File: src/design/lsvw_pkg.sv
// Shared types and constants for the line segment voxel walker.
// No dependencies; every other design file imports this package.
`default_nettype none

package lsvw_pkg;

	localparam int COORD_W  = 24;
	localparam int AD_W     = COORD_W + 1;
	localparam int NUM_W    = 31;
	localparam int PROD_W   = NUM_W + AD_W;
	localparam int DIV_STEPS = COORD_W;

	localparam logic [2:0] SEL_START_X = 3'd0;
	localparam logic [2:0] SEL_START_Y = 3'd1;
	localparam logic [2:0] SEL_START_Z = 3'd2;
	localparam logic [2:0] SEL_END_X   = 3'd3;
	localparam logic [2:0] SEL_END_Y   = 3'd4;
	localparam logic [2:0] SEL_END_Z   = 3'd5;

	localparam logic [COORD_W-1:0] VSIZE_RESET = 24'd4096;

	typedef struct packed {
		logic signed [COORD_W-1:0] start_x;
		logic signed [COORD_W-1:0] start_y;
		logic signed [COORD_W-1:0] start_z;
		logic signed [COORD_W-1:0] end_x;
		logic signed [COORD_W-1:0] end_y;
		logic signed [COORD_W-1:0] end_z;
	} item_t;

	typedef struct packed {
		logic signed [COORD_W-1:0] voxel_x;
		logic signed [COORD_W-1:0] voxel_y;
		logic signed [COORD_W-1:0] voxel_z;
		logic                      last;
		logic                      truncated;
	} result_t;

	typedef struct packed {
		logic       load;
		logic       div_start;
		logic [2:0] div_sel;
		logic       emit_first;
		logic       mul;
		logic       step;
		logic       last;
		logic       truncated;
	} cmd_t;

	typedef struct packed {
		logic div_done;
		logic same;
		logic hit_end;
		logic same_next;
	} stat_t;

endpackage

`default_nettype wire

File: src/design/lsvw_ctrl.sv
// Controller state machine: sequences setup divisions and voxel steps, counts beats.
// Depends on lsvw_pkg for the command and status types.
`default_nettype none

module lsvw_ctrl import lsvw_pkg::*; #(
	parameter int MAX_VOXELS = 64
) (
	input  wire logic  clk,
	input  wire logic  arst_n,
	input  wire logic  start,
	output logic       busy,
	input  wire stat_t st,
	output cmd_t       cmd
);

	localparam int CNT_W = $clog2(MAX_VOXELS + 1);

	localparam logic [2:0] S_IDLE    = 3'd0;
	localparam logic [2:0] S_DIVGO   = 3'd1;
	localparam logic [2:0] S_DIVWAIT = 3'd2;
	localparam logic [2:0] S_FIRST   = 3'd3;
	localparam logic [2:0] S_MUL     = 3'd4;
	localparam logic [2:0] S_STEP    = 3'd5;

	logic [2:0]       state_q;
	logic [2:0]       state_d;
	logic [2:0]       sel_q;
	logic [CNT_W-1:0] cnt_q;
	logic             at_limit;
	logic             done_now;

	assign at_limit = cnt_q == CNT_W'(MAX_VOXELS - 1);

	always_comb begin
		cmd          = '0;
		cmd.div_sel  = sel_q;
		state_d      = state_q;
		done_now     = 1'b0;
		case (state_q)
			S_IDLE: begin
				if (start) begin
					cmd.load = 1'b1;
					state_d  = S_DIVGO;
				end
			end
			S_DIVGO: begin
				cmd.div_start = 1'b1;
				state_d       = S_DIVWAIT;
			end
			S_DIVWAIT: begin
				if (st.div_done) begin
					state_d = (sel_q == SEL_END_Z) ? S_FIRST : S_DIVGO;
				end
			end
			S_FIRST: begin
				done_now       = st.same;
				cmd.emit_first = 1'b1;
				cmd.last       = done_now || at_limit;
				cmd.truncated  = cmd.last && !done_now;
				state_d        = cmd.last ? S_IDLE : S_MUL;
			end
			S_MUL: begin
				cmd.mul = 1'b1;
				state_d = S_STEP;
			end
			S_STEP: begin
				done_now      = st.hit_end || st.same_next;
				cmd.step      = 1'b1;
				cmd.last      = done_now || at_limit;
				cmd.truncated = cmd.last && !done_now;
				state_d       = cmd.last ? S_IDLE : S_MUL;
			end
			default: begin
				state_d = S_IDLE;
			end
		endcase
	end

	always_ff @(posedge clk or negedge arst_n) begin
		if (!arst_n) begin
			state_q <= S_IDLE;
			sel_q   <= SEL_START_X;
			cnt_q   <= '0;
		end else begin
			state_q <= state_d;
			if (cmd.load) begin
				sel_q <= SEL_START_X;
				cnt_q <= '0;
			end
			if (state_q == S_DIVWAIT && st.div_done) begin
				sel_q <= sel_q + 3'd1;
			end
			if (cmd.emit_first || cmd.step) begin
				cnt_q <= cnt_q + 1'b1;
			end
		end
	end

	assign busy = state_q != S_IDLE;

	a_last_ends: assert property (@(posedge clk) disable iff (!arst_n)
		(cmd.emit_first || cmd.step) && cmd.last |=> state_q == S_IDLE)
		else $error("walk did not end after the last beat");

	a_cnt_bound: assert property (@(posedge clk) disable iff (!arst_n)
		cnt_q <= CNT_W'(MAX_VOXELS))
		else $error("beat count beyond limit");

	a_limit_last: assert property (@(posedge clk) disable iff (!arst_n)
		(cmd.emit_first || cmd.step) && at_limit |-> cmd.last)
		else $error("beat at limit not marked last");

	a_div_wait: assert property (@(posedge clk) disable iff (!arst_n)
		st.div_done |-> state_q == S_DIVWAIT)
		else $error("divider finished outside of a wait");

endmodule

`default_nettype wire

File: config.mk
export PLATFORM = sky130hd
export DESIGN_NAME = lsvw_ctrl
export DESIGN_NICKNAME = d
export VERILOG_FILES = /design/src/design/lsvw_pkg.sv /design/src/design/lsvw_ctrl.sv
export SDC_FILE = /design/constraint.sdc
export NUM_CORES = 1
export LEC_CHECK = 0
export ABC_CLOCK_PERIOD_IN_PS = 2820
export BUFFER_PORTS_ARGS = -buffer_cell sky130_fd_sc_hd__buf_2
export CORE_AREA = 10 10 64 66
export DETAILED_ROUTE_END_ITERATION = 6
export DIE_AREA = 0 0 74 76
export PLACE_DENSITY = 0.49
export SETUP_SLACK_MARGIN = 0.5
export SYNTH_ARGS = -nofsm -noshare
export SYNTH_HDL_FRONTEND = slang
export SYNTH_SLANG_ARGS = --single-unit
File: constraint.sdc
create_clock -name clk -period 2.82 [get_ports clk]
set_input_delay 0.141 -clock clk [delete_from_list [all_inputs] [get_ports clk]]
set_output_delay 0.141 -clock clk [all_outputs]
set_load 0.05 [all_outputs]
==> results of run 1 <==
[cells in the final DEF, fill, tap and decap left out, drive strengths merged, types with 2 or more instances in the layout]
master   n
nand4b   2
o21ai    2
buf     17
dfrtp   13
a21oi    4
inv      4
nand4    2
nor2     4
and3     4
a31o     2
a211oi   3
nor3     5
nand3    5
mux2i    4
clkbuf   4
ha       3
nand2b   3
nand2    5
[metal layers]
layer	GRT usage	vias to the layer above	wire length, µm	part of all wire
met2	0.106	20	895	0.46
met5	0	-	0	0
li1	-	364	-	-
met1	0.0932	345	903	0.46
met4	0	0	0	0
met3	0.0313	0	147	0.076
[sequential cells by signal, summed over array words and instances, names as in the netlist]
| signal | count |
|---|---|
| cnt_q | 7 |
| sel_q | 3 |
| state_q | 3 |
[logic make-up after synthesis]
kind of cell               Yosys count  synth area share
xor gates and xnor gates             2            0.0210
muxes                                4            0.0480
and+or+nand+nor                     40             0.289
DFF                                 13             0.390
AOI/OAI and AO/OA                   17             0.144
adders and majority gates            3            0.0450
buffers and inverters               10            0.0630
[worst paths after layout]
kind,from,to,slack (ns),cells after the start
worst max-delay path,state_q[0],cmd[9],0.71,3
min in group asynchronous,arst_n,cnt_q[3],0.28,2
max in group asynchronous,arst_n,state_q[2],2.30,2
worst max register to register,state_q[0],sel_q[2],1.04,4
worst min register to register,cnt_q[6],cnt_q[6],0.47,1
worst min-delay path,start,state_q[0],0.18,3
[stage by stage]
stage,power (mW),utilization
final,0.961,0.333
after global routing,1.04,0.333
after CTS,0.978,0.333
after detailed placement,0.850,0.321
after global placement,0.847,0.321
after floorplan,0.743,-
[cell type report]
type | count | share of cell area
multi-input combinational | 66 | 0.476
timing repair buffer | 18 | 0.0974
tap | 33 | 0.0423
sequential | 13 | 0.333
inverter | 5 | 0.0244
clock buffer | 4 | 0.0269
[power by group through the flow]
stage	combinational, mW	sequential (mW)	clock [mW]
2_1_floorplan	0.413	0.330	0
5_1_grt	0.552	0.353	0.131
6_report	0.505	0.338	0.118
3_5_place_dp	0.509	0.341	0
4_1_cts	0.512	0.337	0.129
3_3_place_gp	0.514	0.333	0
[synthesized netlist by cell type, drive strengths merged, types with 3 or more instances]
cell / instances / area share
buf: 3 / 0.025
a211oi: 3 / 0.027
nand2b: 3 / 0.022
dfrtp: 13 / 0.39
and3: 4 / 0.030
nand2: 5 / 0.022
a21oi: 4 / 0.024
nand3: 5 / 0.030
nor3: 5 / 0.030
nor2: 4 / 0.018
mux2i: 4 / 0.048
inv: 4 / 0.018
ha: 3 / 0.045
[critical path: cells and delay by family (launching register included)]
kind,cells,cell delay (ns)
flops,1,0.56
buf+inv,2,0.36
simple gates,1,0.78
==> impl_metrics.ini, run 1 <==
[status]
status = completed

[worst_setup_path]
cp_data_required_time_ns = 2.68
arrival_ns = 1.97
crit_path_max_incr_delay_ns = 0.78
start_kind = register
path_cells = or4b_1 -> clkinv_4 -> buf_2
path_max_fanout = 17
worstSetupPathType = register to output port
cp_slowest_cell = or4b_1
end_kind = output port

[power_and_ir_drop]
p_clk_frac = 0.122
vdd_drop_max_mv = 0.398
p_int_uw = 437
p_seq_frac = 0.352
power.share.switching = 0.545
power_switching_uw = 523
combinationalPowerShare = 0.526
power.density_nw_per_um2 = 984
cellLeakagePower_nw = 0.506

[drt]
postRouteAntennaNets = 0
via_per_inst = 5.24
routedWlPerCell_um = 14.0
drtIter0Drc = 13
drc = 0
first_pass_iters = 4
vias = 729
routed_wl_um = 1950

[yosys]
synth_edf_count = 0
syn-num-nets = 99
seq_area_frac_synth = 0.390
synthDistinctLibCells = 38
syn_area_um2 = 835
synth_seq_cells = 13
yosys_warnings = 0
async_flop_share = 1.00
synthCells = 89
syn_avg_cell_area_um2 = 9.38
ys.flop_type = dfrtp_1

[placed_design]
post-place-ws_ns = 0.991
placedInstanceArea_um2 = 940
hpwlAfterDp_um = 1480
io_buffer_count = 17
routabilityCongestion = 0.747
place_inst = 134

[clock_tree]
cts_root_buffer = clkbuf_4
clock_latency_ns = 0.27
tritoncts = done
numCtsBuffers = 3
post-cts-setup-buffer-count = 0
ctsHoldBuffers = 1
cts_buffer_depth = 2
cts_resized = 0
cts.clk_slew.worst_paths_ns = 0.08
cts_sinks = 13
h-tree-depth = 1

[finish]
drive_above_1_share = 0.226
n_antenna_cell = 0
regArea_um2 = 325
nNetsFinal = 117
nFillCells = 327
syn2layout_area_growth_pct = 16.9
multi_input_area_um2 = 464
stdcell_count = 139
final_cell_area_um2 = 976

[floorplan]
die_y_um = 76
dieArea_um2 = 5620
initial_core_util = 0.285
rows = 20
core_um2 = 2930
io_pins = 18
dieWidth_um = 74

[grt]
grt_pass1_vias = 699
grt_use_total = 0.0697
grt_pass1_wl_um = 3310
grt_max_degree = 18
antenna_found_initial = 0
overflow = 0

[timing]
setup_viol = 0
fin_crit_sh = 0.749
fmax_ghz = 0.473
hold_ws_ns = 0.175
fin_tns_setup_ns = 0
worst_slew_pin_slew_ns = 0.599
relSlewSlack = 0.599
rsz0062_at_grt = false
setup_ws_ns = 0.707
final_hold_viol_count = 0
finClkSkew_ns = 0.00278
fin_crit_ns = 2.11
maxSlewViolCount = 0

[hold_path]
hold_class = primary input to register

[flow_run]
maxCapViolCount = 0
(Power assumes the default switching activity.)
==> run 2: changes to the inputs <==
ABC_CLOCK_PERIOD_IN_PS = 1900   (was 2820)
PLACE_DENSITY = 0.51   (was 0.49)
clock period = 1.9 ns   (was 2.82 ns; I/O delays follow)
==> impl_metrics.ini, run 2 (synthesis results as in run 1) <==
[timing]
fin_tns_setup_ns = 0
maxSlewViolCount = 0
fin_crit_sh = 0.862
setup_ws_ns = 0.263
fmax_ghz = 0.611
relSlewSlack = 0.794
setup_viol = 0
final_hold_viol_count = 0
rsz0062_at_grt = true
worst_slew_pin_slew_ns = 0.309
finClkSkew_ns = 0.00626
hold_ws_ns = 0.143
fin_crit_ns = 1.64

[power_and_ir_drop]
power.density_nw_per_um2 = 1540
vdd_drop_max_mv = 1.09
power_mw = 2.30
cellLeakagePower_nw = 0.709

[clock_tree]
h-tree-depth = 1
cts.clk_slew.worst_paths_ns = 0.08
numCtsBuffers = 3
tritoncts = done
cts_sinks = 13
cts_buffer_depth = 2
cts_root_buffer = clkbuf_4
clock_latency_ns = 0.28

[finish]
final_cell_mix = buf_4, buf_6, dfrtp_1, buf_2
layout_commonest_cell = buf_4
utilization = 0.509
stdcell_count = 169
drive_above_1_share = 0.603
n_antenna_cell = 0
reg_top3 = cnt_q x7, sel_q x3, state_q x3
top_register = cnt_q
largest_reg_flops = 7
nFillCells = 273
nNetsFinal = 147
final_cell_area_um2 = 1490
syn2layout_area_growth_pct = 78.6

[grt]
overflow = 0
grt_use_total = 0.0877
grt_pass1_wl_um = 3960
grt_max_degree = 14
antenna_found_initial = 0
grt_pass1_vias = 862

[status]
status = completed

[worst_setup_path]
end_kind = output port
worstSetupPathType = register to output port
cp_data_required_time_ns = 1.80
path_max_fanout = 5
start_kind = register
arrival_ns = 1.54

[floorplan]
die_y_um = 76
rows = 20
dieWidth_um = 74
initial_core_util = 0.285
io_pins = 18
dieArea_um2 = 5620
core_um2 = 2930

[drt]
drc = 0
first_pass_iters = 4
via_per_inst = 5.09
vias = 861
postRouteAntennaNets = 0
routedWlPerCell_um = 15.2
drtIter0Drc = 15
routed_wl_um = 2570

[placed_design]
place_inst = 138
placedInstanceArea_um2 = 1040
routabilityCongestion = 0.786
post-place-ws_ns = 0.236
io_buffer_count = 17
hpwlAfterDp_um = 1570

[hold_path]
hold_class = primary input to register

[flow_run]
maxCapViolCount = 0
[run 2: worst max-delay path: stages, from the launching register on]
cell and delay, ns:
dfrtp_1 0.42, and3b_2 0.29, a211oi_4 0.28, o32ai_4 0.11, buf_6 0.17
[run 2: timing repair]
| item | CTS | global route |
|---|---|---|
| gates cloned | 0 | 0 |
| buffers inserted | 15 | 11 |
| hold buffers | 1 | 0 |
| hold endpoints to repair | 13 | 0 |
| gates resized for setup | 42 | 18 |
| endpoints found under the setup margin | 19 | 19 |
| pin swaps | 12 | 14 |
[run 2: area by class of cell]
class / instances / area, µm² / area share
sequential: 13 / 325 / 0.218
inverter: 5 / 35.0 / 0.0235
timing repair buffer: 48 / 428 / 0.287
clock buffer: 4 / 26.3 / 0.0176
tap: 33 / 41.3 / 0.0277
multi-input combinational: 66 / 634 / 0.426
[run 2: layer usage]
layer  wire [µm]  global-route usage  up-vias
met4          62              0.0578        0
met3         159              0.0247        6
met2        1350               0.146       17
li1            -                   -      423
met1         990              0.0913      415
met5           0                   0        -
[run 2: power breakdown]
group	internal (mW)	switching, mW	leakage (nW)	total, mW
logic	0.817	0.900	0.518	1.72
clock network	0.0815	0.0898	0.0150	0.171
registers	0.349	0.0628	0.176	0.412
[run 2: path summary, 6_finish.rpt]
path / start / endpoint / slack, ns / cells after the start
setup / recovery: cnt_q[4] / cmd[1] / 0.26 / 4
hold / removal: start / state_q[0] / 0.14 / 3
setup reg to reg: state_q[0] / cnt_q[2] / 0.39 / 3
hold reg to reg: cnt_q[6] / cnt_q[6] / 0.49 / 1
max in group asynchronous: arst_n / cnt_q[4] / 1.44 / 2
min in group asynchronous: arst_n / sel_q[2] / 0.23 / 2
==> run 3: changes to the inputs <==
CAP_MARGIN = 20   (was default)
CORE_AREA = 2 2 56 58   (was 10 10 64 66)
DIE_AREA = 0 0 58 60   (was 0 0 74 76)
MAX_ROUTING_LAYER = met4   (was default)
==> impl_metrics.ini, run 3 (synthesis results as in run 1) <==
[grt]
grt_pass1_vias = 885
overflow = 0
met3_usage = 0.0368
grt.busiest_layer = met2
grt_use_total = 0.159
grt_pass1_wl_um = 3970
antenna_found_initial = 0
grt_util_met2 = 0.281
grt_max_degree = 17
grt_util_met1 = 0.171

[placed_design]
io_buffer_count = 17
hpwlAfterDp_um = 1470
routabilityCongestion = 0.773

[drt]
first_pass_iters = 4
drtIter0Drc = 16
vias = 855
postRouteAntennaNets = 0
routedWlPerCell_um = 14.7
drc = 0
routed_wl_um = 2360
via_per_inst = 5.31

[timing]
fin_crit_sh = 0.860
final_hold_viol_count = 0
worst_slew_pin_slew_ns = 0.303
fmax_ghz = 0.612
fin_crit_ns = 1.63
relSlewSlack = 0.798
finClkSkew_ns = 0.00699
hold_ws_ns = 0.155
rsz0062_at_grt = true
maxSlewViolCount = 0
setup_viol = 0
fin_tns_setup_ns = 0

[worst_setup_path]
worstSetupPathType = register to output port
cp_data_required_time_ns = 1.80
start_kind = register
arrival_ns = 1.54
cpLargestDelayFamily = flip-flops
crit_path_max_incr_delay_ns = 0.39
path_cells = ha_2 -> and3_4 -> a211oi_4 -> o32ai_4 -> buf_6
crit_cells = 5
r2r_slack_ns = 0.32
r2r_cells = 6
path_max_fanout = 5
end_kind = output port
cp_slowest_cell = dfrtp_1
critical_path_buf_inv_count = 1

[power_and_ir_drop]
power.density_nw_per_um2 = 1530
vdd_drop_max_mv = 1.22
cellLeakagePower_nw = 0.679

[finish]
top_register = cnt_q
layout_commonest_cell = buf_4
largest_reg_flops = 7
reg_top3 = cnt_q x7, sel_q x3, state_q x3
syn2layout_area_growth_pct = 70.2
final_cell_mix = buf_4, dfrtp_1, buf_6, buf_2, mux2i_1
n_antenna_cell = 0
drive_above_1_share = 0.570
nNetsFinal = 139

[hold_path]
min_path_cells = 3
hold_class = primary input to register

[clock_tree]
tritoncts = done
cts_sinks = 13
cts.clk_slew.worst_paths_ns = 0.09
numCtsBuffers = 3
cts_buffer_depth = 2
cts_root_buffer = clkbuf_4
clock_latency_ns = 0.28
h-tree-depth = 1

[floorplan]
initial_core_util = 0.287
io_pins = 18
rows = 20
die_y_um = 60
core_um2 = 2900
dieWidth_um = 58
dieArea_um2 = 3480

[flow_run]
maxCapViolCount = 0

[status]
status = completed
-- run 3: final timing paths --
kind | end | startpoint
max in group asynchronous | state_q[0] | arst_n
min in group asynchronous | cnt_q[3] | arst_n
min reg2reg | cnt_q[6] | cnt_q[6]
max | cmd[1] | cnt_q[1]
max reg2reg | sel_q[2] | state_q[1]
min | state_q[0] | start
-- run 3: worst min-delay path, delay by kind of cell --
kind	cells	cell delay [ns]
buf+inv	1	0.10
simple gates	2	0.18
-- run 3: metal layers --
layer / vias up / wire (µm)
met5: - / 0
met4: 0 / 64
met3: 8 / 86
met2: 21 / 1230
met1: 417 / 983
li1: 409 / -
-- run 3: power breakdown --
group,switching [mW],internal [mW],total (mW)
registers,0.0685,0.349,0.417
clock network,0.0937,0.0814,0.175
logic,0.874,0.711,1.59
-- run 3: cell type report --
cell class,instances,area (µm²)
clock buffer,4,26.3
fill,264,1480
inverter,5,31.3
multi-input combinational,66,642
sequential,13,325
tap,33,41.3
timing repair buffer,40,354
-- run 3: per-stage QoR --
step	utilization	cell area (µm²)	setup slack [ns]	power, mW	instances
floorplan	-	925	0.343	1.18	89
global placement	0.357	1040	0.281	1.39	138
detailed placement	0.357	1040	0.236	1.40	138
CTS	0.449	1300	0.250	1.96	155
global route	0.489	1420	0.191	2.31	161
finish	0.489	1420	0.266	2.18	161
-- run 3: what timing repair did --
| action | CTS | global route |
|---|---|---|
| gates cloned | 1 | 0 |
| pin swaps | 14 | 6 |
| buffers inserted | 11 | 6 |
| endpoints found under the hold margin | 13 | 0 |
| setup endpoints to repair | 18 | 19 |
| hold buffers | 1 | 0 |
| gates resized for setup | 40 | 15 |
